**src/ned_pkg.sv**
```systemverilog
// ----------------------------------------------------------------------------
// ned_pkg
// Shared types and constants of the normalized Euclidean distance block.
// ----------------------------------------------------------------------------
package ned_pkg;

  localparam int ELEMENT_BITS = 16;
  localparam int MAX_LENGTH   = 1024;

  localparam int LEN_W  = 11;                      // vector_length register
  localparam int MAG_W  = ELEMENT_BITS;            // |other - own|
  localparam int SQ_W   = 2 * MAG_W;               // one squared difference
  localparam int SUM_W  = 44;                      // running sum of squares
  localparam int MAXD_W = SQ_W + 10;               // span^2 * capped length
  localparam int BIND_W = 17;
  localparam int ADDR_W = 4;
  localparam int DATA_W = 32;

  localparam logic [SUM_W-1:0]  SUM_MAX     = {SUM_W{1'b1}};
  localparam logic [BIND_W-1:0] ONE_Q16     = BIND_W'(65536);
  localparam logic [LEN_W-1:0]  LEN_CAP     = LEN_W'(MAX_LENGTH);

  // Register indexes (byte address / 4)
  localparam logic [1:0] REG_LOWER  = 2'd0;
  localparam logic [1:0] REG_UPPER  = 2'd1;
  localparam logic [1:0] REG_LENGTH = 2'd2;

  localparam logic signed [ELEMENT_BITS-1:0] LOWER_RESET  = ELEMENT_BITS'(0);
  localparam logic signed [ELEMENT_BITS-1:0] UPPER_RESET  = ELEMENT_BITS'(256);
  localparam logic [LEN_W-1:0]               LENGTH_RESET = LEN_W'(1);

  typedef struct packed {
    logic signed [ELEMENT_BITS-1:0] own_element;
    logic signed [ELEMENT_BITS-1:0] other_element;
    logic                           last;
  } in_t;

  typedef struct packed {
    logic [BIND_W-1:0] binding;
    logic              degenerate_range;
  } out_t;

  typedef struct packed {
    logic signed [ELEMENT_BITS-1:0] lower_bound;
    logic signed [ELEMENT_BITS-1:0] upper_bound;
    logic [LEN_W-1:0]               vector_length;
  } cfg_t;

  // Handshake between the queue and the back end
  typedef struct packed {
    logic             valid;
    logic [SUM_W-1:0] sum;
  } qout_t;

endpackage

```
**src/normalized_euclidean_distance.sv**
```systemverilog
// ----------------------------------------------------------------------------
// normalized_euclidean_distance
// Streams element pairs, accumulates squared differences and on the last
// pair emits sqrt(sum) / (span * sqrt(length)), clamped, in Q1.16.
//
//   channel  | signals                         | payload
//   ---------+---------------------------------+-------------------------
//   in       | in_valid_i / in_stall_o         | in_data_i  (ned_pkg::in_t)
//   out      | out_valid_o / out_stall_i       | out_data_o (ned_pkg::out_t)
//   config   | psel/penable/pwrite/paddr/...   | pwdata / prdata, 32 bits
//
// The front takes one element pair per cycle (multiply, then accumulate)
// unless a last pair is stalled. Each vector passes through the back end in
// 5 setup steps, 32 divide steps and 16 square-root steps (a clamped vector
// skips the last two), then the output register; a two-entry queue of sums
// lets the front run ahead by two vectors. Reset clears the sum, the queue
// and the registers to their defaults. in_stall_o rises only while a last pair waits for room in the queue.
// ----------------------------------------------------------------------------
module normalized_euclidean_distance (
  input  logic                        clk_i,
  input  logic                        rst_ni,
  input  logic                        in_valid_i,
  output logic                        in_stall_o,
  input  ned_pkg::in_t                in_data_i,
  output logic                        out_valid_o,
  input  logic                        out_stall_i,
  output ned_pkg::out_t               out_data_o,
  input  logic                        psel,
  input  logic                        penable,
  input  logic                        pwrite,
  input  logic [ned_pkg::ADDR_W-1:0]  paddr,
  input  logic [ned_pkg::DATA_W-1:0]  pwdata,
  output logic [ned_pkg::DATA_W-1:0]  prdata,
  output logic                        pready
);

  ned_pkg::cfg_t             cfg_q;
  logic                      wr_en;
  logic                      push;
  logic [ned_pkg::SUM_W-1:0] push_sum;
  logic                      full;
  logic                      pop;
  ned_pkg::qout_t            head;

  assign pready = 1'b1;
  assign wr_en  = psel && penable && pwrite && pready;

  always_ff @(posedge clk_i or negedge rst_ni) begin
    if (!rst_ni) begin
      cfg_q.lower_bound   <= ned_pkg::LOWER_RESET;
      cfg_q.upper_bound   <= ned_pkg::UPPER_RESET;
      cfg_q.vector_length <= ned_pkg::LENGTH_RESET;
    end else if (wr_en) begin
      unique case (paddr[3:2])
        ned_pkg::REG_LOWER:  cfg_q.lower_bound   <= pwdata[ned_pkg::ELEMENT_BITS-1:0];
        ned_pkg::REG_UPPER:  cfg_q.upper_bound   <= pwdata[ned_pkg::ELEMENT_BITS-1:0];
        ned_pkg::REG_LENGTH: cfg_q.vector_length <= pwdata[ned_pkg::LEN_W-1:0];
        default: ;  // drop writes to unmapped addresses
      endcase
    end
  end

  always_comb begin
    unique case (paddr[3:2])
      ned_pkg::REG_LOWER:  prdata = ned_pkg::DATA_W'(cfg_q.lower_bound);
      ned_pkg::REG_UPPER:  prdata = ned_pkg::DATA_W'(cfg_q.upper_bound);
      ned_pkg::REG_LENGTH: prdata = ned_pkg::DATA_W'(cfg_q.vector_length);
      default:             prdata = '0;
    endcase
  end

  ned_front u_front (
    .clk_i      (clk_i),
    .rst_ni     (rst_ni),
    .in_valid_i (in_valid_i),
    .in_stall_o (in_stall_o),
    .in_data_i  (in_data_i),
    .push_o     (push),
    .push_sum_o (push_sum),
    .full_i     (full)
  );

  ned_queue u_queue (
    .clk_i      (clk_i),
    .rst_ni     (rst_ni),
    .push_i     (push),
    .push_sum_i (push_sum),
    .full_o     (full),
    .head_o     (head),
    .pop_i      (pop)
  );

  ned_back u_back (
    .clk_i       (clk_i),
    .rst_ni      (rst_ni),
    .cfg_i       (cfg_q),
    .head_i      (head),
    .pop_o       (pop),
    .out_valid_o (out_valid_o),
    .out_stall_i (out_stall_i),
    .out_data_o  (out_data_o)
  );

endmodule

```
**src/ned_front.sv**
```systemverilog
// ----------------------------------------------------------------------------
// ned_front
// Takes element pairs, squares the difference and accumulates the sum.
// On a last pair it pushes the finished sum into the queue and clears.
// ----------------------------------------------------------------------------
module ned_front (
  input  logic                     clk_i,
  input  logic                     rst_ni,
  input  logic                     in_valid_i,
  output logic                     in_stall_o,
  input  ned_pkg::in_t             in_data_i,
  output logic                     push_o,
  output logic [ned_pkg::SUM_W-1:0] push_sum_o,
  input  logic                     full_i
);

  logic                          sq_valid_q;
  logic                          sq_last_q;
  logic [ned_pkg::SQ_W-1:0]      sq_q, sq_d;
  logic [ned_pkg::SUM_W-1:0]     acc_q, acc_d;
  logic signed [ned_pkg::MAG_W:0] diff;
  logic [ned_pkg::MAG_W-1:0]     mag;
  logic [ned_pkg::SUM_W:0]       sum_ext;
  logic [ned_pkg::SUM_W-1:0]     sum_sat;
  logic                          advance;
  logic                          accept;

  always_comb begin
    diff = {in_data_i.other_element[ned_pkg::MAG_W-1], in_data_i.other_element}
         - {in_data_i.own_element[ned_pkg::MAG_W-1], in_data_i.own_element};
    mag  = diff[ned_pkg::MAG_W] ? ned_pkg::MAG_W'(-diff) : diff[ned_pkg::MAG_W-1:0];
    sq_d = ned_pkg::SQ_W'(mag) * ned_pkg::SQ_W'(mag);
  end

  // Hold the last pair while the queue has no room for its sum
  assign advance    = sq_valid_q && !(sq_last_q && full_i);
  assign in_stall_o = sq_valid_q && sq_last_q && full_i;
  assign accept     = in_valid_i && !in_stall_o;

  always_comb begin
    sum_ext = {1'b0, acc_q} + (ned_pkg::SUM_W + 1)'(sq_q);
    sum_sat = (sum_ext >= {1'b0, ned_pkg::SUM_MAX}) ? ned_pkg::SUM_MAX
                                                   : sum_ext[ned_pkg::SUM_W-1:0];
    acc_d = acc_q;
    if (advance) begin
      acc_d = sq_last_q ? '0 : sum_sat;
    end
  end

  assign push_o     = advance && sq_last_q;
  assign push_sum_o = sum_sat;

  always_ff @(posedge clk_i or negedge rst_ni) begin
    if (!rst_ni) begin
      sq_valid_q <= 1'b0;
      sq_last_q  <= 1'b0;
      acc_q      <= '0;
    end else begin
      acc_q <= acc_d;
      if (accept) begin
        sq_valid_q <= 1'b1;
        sq_last_q  <= in_data_i.last;
      end else if (advance) begin
        sq_valid_q <= 1'b0;
      end
    end
  end

  always_ff @(posedge clk_i) begin
    if (accept) begin
      sq_q <= sq_d;
    end
  end

  a_no_push_full: assert property (@(posedge clk_i) disable iff (!rst_ni)
    push_o |-> !full_i)
    else $error("sum pushed into a full queue");

  a_clear_after_last: assert property (@(posedge clk_i) disable iff (!rst_ni)
    push_o |=> (acc_q == '0))
    else $error("sum not cleared after last pair");

endmodule

```
**src/ned_queue.sv**
```systemverilog
// ----------------------------------------------------------------------------
// ned_queue
// Two-entry queue of finished sums between the front and the back end.
// ----------------------------------------------------------------------------
module ned_queue (
  input  logic                      clk_i,
  input  logic                      rst_ni,
  input  logic                      push_i,
  input  logic [ned_pkg::SUM_W-1:0] push_sum_i,
  output logic                      full_o,
  output ned_pkg::qout_t            head_o,
  input  logic                      pop_i
);

  logic [ned_pkg::SUM_W-1:0] mem_q [2];
  logic                      wr_ptr_q;
  logic                      rd_ptr_q;
  logic [1:0]                count_q;

  assign full_o       = (count_q == 2'd2);
  assign head_o.valid = (count_q != 2'd0);
  assign head_o.sum   = mem_q[rd_ptr_q];

  always_ff @(posedge clk_i or negedge rst_ni) begin
    if (!rst_ni) begin
      wr_ptr_q <= 1'b0;
      rd_ptr_q <= 1'b0;
      count_q  <= 2'd0;
    end else begin
      if (push_i) begin
        wr_ptr_q <= ~wr_ptr_q;
      end
      if (pop_i) begin
        rd_ptr_q <= ~rd_ptr_q;
      end
      if (push_i && !pop_i) begin
        count_q <= count_q + 2'd1;
      end else if (pop_i && !push_i) begin
        count_q <= count_q - 2'd1;
      end
    end
  end

  always_ff @(posedge clk_i) begin
    if (push_i) begin
      mem_q[wr_ptr_q] <= push_sum_i;
    end
  end

endmodule

```
**src/ned_back.sv**
```systemverilog
// ----------------------------------------------------------------------------
// ned_back
// Sequencer that turns one sum into a binding: maximum distance, a
// restoring fraction divide (one quotient bit a cycle) and a digit-by-digit
// square root (one result bit a cycle), or a clamp to 0 or 1.0, then the output register.
// ----------------------------------------------------------------------------
module ned_back (
  input  logic           clk_i,
  input  logic           rst_ni,
  input  ned_pkg::cfg_t  cfg_i,
  input  ned_pkg::qout_t head_i,
  output logic           pop_o,
  output logic           out_valid_o,
  input  logic           out_stall_i,
  output ned_pkg::out_t  out_data_o
);

  localparam logic [2:0] S_IDLE  = 3'd0;
  localparam logic [2:0] S_SPAN  = 3'd1;
  localparam logic [2:0] S_SQ    = 3'd2;
  localparam logic [2:0] S_MAXD  = 3'd3;
  localparam logic [2:0] S_CHECK = 3'd4;
  localparam logic [2:0] S_DIV   = 3'd5;
  localparam logic [2:0] S_SQRT  = 3'd6;
  localparam logic [2:0] S_OUT   = 3'd7;

  localparam int SPAN_W = ned_pkg::ELEMENT_BITS;
  localparam int ROOT_W = 32;
  localparam int PROD_W = ned_pkg::MAXD_W + ned_pkg::LEN_W;

  logic [2:0]                        state_q, state_d;
  logic [4:0]                        cnt_q, cnt_d;
  logic [ned_pkg::SUM_W-1:0]         sum_q, sum_d;
  logic [SPAN_W-1:0]                 span_q, span_d;
  logic [ned_pkg::SQ_W-1:0]          span2_q, span2_d;
  logic [ned_pkg::MAXD_W-1:0]        maxd_q, maxd_d;
  logic [ned_pkg::MAXD_W-1:0]        rem_q, rem_d;
  logic [31:0]                       quo_q, quo_d;
  logic [ROOT_W-1:0]                 op_q, op_d;
  logic [ROOT_W-1:0]                 res_q, res_d;
  logic [ROOT_W-1:0]                 one_q, one_d;
  logic [ned_pkg::BIND_W-1:0]        bind_q, bind_d;
  logic                              degen_q, degen_d;
  logic                              out_valid_q, out_valid_d;
  ned_pkg::out_t                     out_data_q, out_data_d;

  logic signed [SPAN_W:0]            span_diff;
  logic [ned_pkg::LEN_W-1:0]         len_cap;
  logic [ned_pkg::MAXD_W:0]          twice;
  logic [PROD_W-1:0]                 maxd_prod;
  logic [31:0]                       quo_next;
  logic [ROOT_W-1:0]                 trial;
  logic                              out_free;

  assign out_free = !out_valid_q || !out_stall_i;

  always_comb begin
    span_diff = {cfg_i.upper_bound[SPAN_W-1], cfg_i.upper_bound}
              - {cfg_i.lower_bound[SPAN_W-1], cfg_i.lower_bound};
    len_cap   = (cfg_i.vector_length > ned_pkg::LEN_CAP) ? ned_pkg::LEN_CAP
                                                          : cfg_i.vector_length;
    maxd_prod = PROD_W'(span2_q) * PROD_W'(len_cap);
    twice     = {rem_q, 1'b0};
    quo_next  = {quo_q[30:0], (twice >= {1'b0, maxd_q})};
    trial     = res_q + one_q;
  end

  always_comb begin
    state_d     = state_q;
    cnt_d       = cnt_q;
    sum_d       = sum_q;
    span_d      = span_q;
    span2_d     = span2_q;
    maxd_d      = maxd_q;
    rem_d       = rem_q;
    quo_d       = quo_q;
    op_d        = op_q;
    res_d       = res_q;
    one_d       = one_q;
    bind_d      = bind_q;
    degen_d     = degen_q;
    pop_o       = 1'b0;
    out_valid_d = out_valid_q && out_stall_i;
    out_data_d  = out_data_q;

    unique case (state_q)
      S_IDLE: begin
        if (head_i.valid) begin
          pop_o   = 1'b1;
          sum_d   = head_i.sum;
          state_d = S_SPAN;
        end
      end
      S_SPAN: begin
        span_d  = span_diff[SPAN_W] ? SPAN_W'(-span_diff) : span_diff[SPAN_W-1:0];
        state_d = S_SQ;
      end
      S_SQ: begin
        span2_d = ned_pkg::SQ_W'(span_q) * ned_pkg::SQ_W'(span_q);
        state_d = S_MAXD;
      end
      S_MAXD: begin
        maxd_d  = maxd_prod[ned_pkg::MAXD_W-1:0];
        state_d = S_CHECK;
      end
      S_CHECK: begin
        degen_d = 1'b0;
        if (maxd_q == '0) begin
          degen_d = 1'b1;
          bind_d  = (sum_q != '0) ? ned_pkg::ONE_Q16 : '0;
          state_d = S_OUT;
        end else if (sum_q >= ned_pkg::SUM_W'(maxd_q)) begin
          bind_d  = ned_pkg::ONE_Q16;
          state_d = S_OUT;
        end else begin
          rem_d   = sum_q[ned_pkg::MAXD_W-1:0];
          quo_d   = '0;
          cnt_d   = 5'd31;
          state_d = S_DIV;
        end
      end
      S_DIV: begin
        quo_d = quo_next;
        rem_d = quo_next[0] ? ned_pkg::MAXD_W'(twice - {1'b0, maxd_q})
                            : twice[ned_pkg::MAXD_W-1:0];
        cnt_d = cnt_q - 5'd1;
        if (cnt_q == '0) begin
          op_d    = quo_next;
          res_d   = '0;
          one_d   = ROOT_W'(1) << (ROOT_W - 2);
          cnt_d   = 5'd15;
          state_d = S_SQRT;
        end
      end
      S_SQRT: begin
        if (op_q >= trial) begin
          op_d  = op_q - trial;
          res_d = (res_q >> 1) + one_q;
        end else begin
          res_d = res_q >> 1;
        end
        one_d = one_q >> 2;
        cnt_d = cnt_q - 5'd1;
        if (cnt_q == '0) begin
          bind_d  = ned_pkg::BIND_W'(res_d);
          state_d = S_OUT;
        end
      end
      S_OUT: begin
        // Wait for the output register to free up
        if (out_free) begin
          out_valid_d                 = 1'b1;
          out_data_d.binding          = bind_q;
          out_data_d.degenerate_range = degen_q;
          state_d                     = S_IDLE;
        end
      end
      default: state_d = S_IDLE;
    endcase
  end

  always_ff @(posedge clk_i or negedge rst_ni) begin
    if (!rst_ni) begin
      state_q     <= S_IDLE;
      cnt_q       <= '0;
      out_valid_q <= 1'b0;
    end else begin
      state_q     <= state_d;
      cnt_q       <= cnt_d;
      out_valid_q <= out_valid_d;
    end
  end

  always_ff @(posedge clk_i) begin
    sum_q      <= sum_d;
    span_q     <= span_d;
    span2_q    <= span2_d;
    maxd_q     <= maxd_d;
    rem_q      <= rem_d;
    quo_q      <= quo_d;
    op_q       <= op_d;
    res_q      <= res_d;
    one_q      <= one_d;
    bind_q     <= bind_d;
    degen_q    <= degen_d;
    out_data_q <= out_data_d;
  end

  assign out_valid_o = out_valid_q;
  assign out_data_o  = out_data_q;

  a_div_rem_below: assert property (@(posedge clk_i) disable iff (!rst_ni)
    (state_q == S_DIV) |-> (maxd_q != '0) && (rem_q < maxd_q))
    else $error("divide remainder out of range");

  a_bind_range: assert property (@(posedge clk_i) disable iff (!rst_ni)
    out_valid_o |-> (out_data_o.binding <= ned_pkg::ONE_Q16))
    else $error("binding above 1.0");

  a_degen_ends: assert property (@(posedge clk_i) disable iff (!rst_ni)
    (out_valid_o && out_data_o.degenerate_range) |->
      (out_data_o.binding == '0) || (out_data_o.binding == ned_pkg::ONE_Q16))
    else $error("degenerate range with fractional binding");

endmodule

```
**config.mk**
```make
export PLATFORM = sky130hd
export DESIGN_NAME = normalized_euclidean_distance
export DESIGN_NICKNAME = d
export VERILOG_FILES = /design/src/ned_pkg.sv /design/src/normalized_euclidean_distance.sv /design/src/ned_front.sv /design/src/ned_queue.sv /design/src/ned_back.sv
export SDC_FILE = /design/constraint.sdc
export NUM_CORES = 2
export LEC_CHECK = 0
export ABC_AREA = 1
export BUFFER_PORTS_ARGS = -buffer_cell sky130_fd_sc_hd__buf_4
export CAP_MARGIN = 10
export CORE_MARGIN = 2
export CORE_UTILIZATION = 44
export DETAILED_ROUTE_END_ITERATION = 8
export GPL_ROUTABILITY_DRIVEN = 0
export GPL_TIMING_DRIVEN = 0
export MAX_ROUTING_LAYER = met4
export SLEW_MARGIN = 20
export SYNTH_ARGS = -nofsm -noshare
export SYNTH_HDL_FRONTEND = slang
export SYNTH_HIERARCHICAL = 1
export SYNTH_SLANG_ARGS = --single-unit
export TNS_END_PERCENT = 30
```
**constraint.sdc**
```tcl
create_clock -name clk_i -period 6 [get_ports clk_i]
set_clock_uncertainty 0.2 [all_clocks]
set_input_delay 0.6 -clock clk_i [delete_from_list [all_inputs] [get_ports clk_i]]
set_output_delay 0.6 -clock clk_i [all_outputs]
set_load 0.05 [all_outputs]
```
==> run summary <==
Run status: finished with violations
Failing checks: setup timing
Largest net degree at the start of global routing: 58
Crit-path slowest cell: fa_1
CTS tree: done
Vias in the first global route: 52500
Detailed placement HPWL: 144 mm
Drt drc: 0
1st-pass router iterations: 8
Max_cap viols: 0
Fin Setup TNS: -25930 ps
H-tree depth: 3
Wire length on met1: 77.9 mm
Synthesis-to-finish area growth: 15.9%
Most frequent CP cell: nand2_2
CTS root buf: clkbuf_16
Horiz. Die Dim: 380 um
First-pass GRT wire length: 284 mm
Worst Tran Pin Value: 898 ps
DR WL met3: 9.84 mm
Final net count: 9416
Clk_lat worst skew: 670 ps
CTS Buf Count: 67
Max-slew violations: 0
Avg Vias per Cell: 5.11
Cells after Synth: 7862
Library cells used by synthesis: 73
Clock slew at reported path FFs: 60 ps
Seq cells post-synth: 543
Ports: 129
Total gr overflow: 0
Yosys warnings: 6
RSZ-0062 raised after global routing: true
Hold Path Class: input pin to flip-flop
Met2 wire len: 83.4 mm
IO buf count: 109
Share of layout cells above drive strength 1: 13.6%
Clock sinks: 543
Max layer used: met4
Max incr delay on CP: 550 ps
Antenna-violating nets left: 0
Synthesized area per cell: 7.92 um2
Max Fclk: 135 MHz
Total track usage: 25.4%
Data arrival, critical path: 7680 ps
Row cnt: 138
Worst Setup Path Type: input pin to flip-flop
Post-synth EDFFs: 441
Seq/Total Area, Yosys: 25.4%
Largest buffer count on any clock path: 3
Core Footprint: 141000 um2
Slew HR: 39.9%
Initial Util: 44.1%
Min cycle time layout: 7390 ps
R2R Setup Slk: -200 ps
Crit start category: input pin
Critical Path Fanout Max: 4
Worst Path Required: 6290 ps
CP Capture Type: flip-flop
Synth Flop Type: edfxtp_1
Period utilization: 123%
Hold Fails Final Rpt: 0
Post-Syn Area: 62300 um2
Final setup viols: 48
WL per Instance: 17.5 um
N_diodes: 0
Final wirelength: 178 mm
Initial antenna violation count: 1
Chip height: 380 um
Asr flop ratio synth: 18.8%
Die area: 145000 um2
First DRT Iteration DRCs: 3962
Setup WS post-layout: -1390 ps
Routed via count: 52100
==> metrics by stage <==
step	hold slack, ps	setup slack, ps	cells	instance area (um2)	util, %
2_1_floorplan	104	-1750	7868	62500	-
4_1_cts	37.4	-1340	10200	71500	50.7
3_5_place_dp	206	-3040	9883	66000	46.8
3_3_place_gp	206	-3400	9867	65700	46.6
5_1_grt	86.1	-1660	10200	72200	51.2
6_report	87.4	-1390	10200	72200	51.2
==> worst max-delay path, delay by kind of cell <==
family | cells | cell delay [ps]
xor+xnor | 2 | 350
buf+inv | 8 | 650
fa+ha+maj | 9 | 3650
compound gates | 5 | 960
simple gates | 16 | 1450
==> repair_timing <==
item / 4_1_cts / 5_1_grt
setup endpoints to repair: 81 / 73
buffers inserted: 147 / 24
gates resized for setup: 487 / 152
hold buffers: 20 / 0
pin swaps: 220 / 74
endpoints found under the hold margin: 101 / 0
cloned: 1 / 0
==> per-layer routing <==
layer  vias to the layer above  global-route usage, %
met5                         -                      -
met4                         0                   9.77
met3                       316                   2.47
met2                      1595                   41.1
met1                     25000                   32.8
li1                      25300                      -
==> placed cells by master, fill, tap and decap left out, types with 12 or more instances in the layout <==
cell           instances
a21o_1                21
dlygate4sd3_1         20
a21oi_2               53
nand3_2               55
o21ai_1               35
buf_6                 51
xor2_1               104
nand2_2               63
o21ai_2               14
nand2_4               34
clkbuf_16             70
nor2_4                42
buf_8                 13
fa_2                  15
nand3_1              295
nand2_1             2038
inv_1               1524
dfrtp_1               99
nand4_1               85
buf_12                19
nor2_2                70
inv_2                 56
buf_2                 26
a21oi_4               12
xnor2_1              102
fa_1                 581
mux2_4                39
o21bai_1              39
clkbuf_1              51
o21ai_0              177
nor3_1                40
nand3b_1              50
ha_1                 434
nor4_1                17
o21a_1                14
ha_4                  51
edfxtp_1             441
a21oi_1              238
nor2_1               695
buf_4                279
==> flip-flops by register name, summed over array words and instances (netlist names), 5 cells and up <==
| name | cells |
|---|---|
| u_front/sq_q | 31 |
| cfg_q | 43 |
| u_back/sum_q | 44 |
| u_queue/mem_q | 88 |
| u_back/out_data_o | 18 |
| u_back/span_q | 16 |
| u_back/one_q | 16 |
| u_back/op_q | 32 |
| u_back/maxd_q | 42 |
| u_back/rem_q | 42 |
| u_back/span2_q | 31 |
| u_back/res_q | 32 |
| u_back/quo_q | 31 |
| u_front/acc_q | 44 |
| u_back/bind_q | 17 |
| u_back/cnt_q | 5 |
==> path summary, 6_finish.rpt <==
path,cells after the start,from,endpoint
max,40,in_data_i[1],u_front/sq_q[29]$_DFFE_PP_
min,3,out_stall_i,u_back/out_valid_o$_DFF_PN0_
max reg2reg,26,cfg_q[0]$_DFFE_PN1P_,u_back/maxd_q[33]$_DFFE_PN_
min reg2reg,0,u_back/bind_q[4]$_SDFFCE_PN0P_,u_back/out_data_o[5]$_DFFE_PP_
max in group asynchronous,3,rst_ni,cfg_q[19]$_DFFE_PN1P_
min in group asynchronous,2,rst_ni,u_front/sq_last_q$_DFFE_PN0P_
==> kinds of logic (layout without fill, tap and decap cells) <==
group | after synthesis | in the layout | synth area share, %
flip-flops | 543 | 543 | 25.4
buffers and inverters | 1757 | 2192 | 11.2
multiplexers | 45 | 45 | 1.05
other | 3 | 9 | 0.0181
AND/OR/NAND/NOR | 3530 | 3530 | 23.9
XOR/XNOR | 226 | 226 | 3.32
AO/OA/AOI/OAI | 669 | 669 | 6.05
adder cells (fa/ha/maj) | 1089 | 1089 | 29.1
==> cells in the mapped netlist (30+ instances only) <==
library cell / count / area, um2
ha_1: 493 / 6170
nand3_1: 305 / 1530
nor2_1: 771 / 2890
xnor2_1: 108 / 946
a21oi_1: 295 / 1480
fa_1: 596 / 11900
o21ai_0: 207 / 1040
edfxtp_1: 441 / 13200
o21bai_1: 43 / 323
mux2_4: 39 / 586
nand2_1: 2095 / 7860
inv_1: 1562 / 5860
xor2_1: 112 / 981
buf_2: 30 / 150
nor3_1: 47 / 235
dfrtp_1: 100 / 2500
nand3b_1: 50 / 375
clkbuf_1: 74 / 278
nand3_2: 47 / 470
nand4_1: 85 / 532
==> area by class of cell <==
cell class | instances | area, um2
fill | 13400 | 68900
timing repair buffer | 315 | 2730
tap | 1890 | 2360
inverter | 1598 | 6080
clock inverter | 32 | 377
multi-input combinational | 5568 | 41700
sequential | 543 | 15800
clock buffer | 89 | 1830
buffer | 158 | 1320
Power is left out: the tool's default activity adds up to more than one toggle a clock period on the data nets, which glitch-free logic cannot reach.
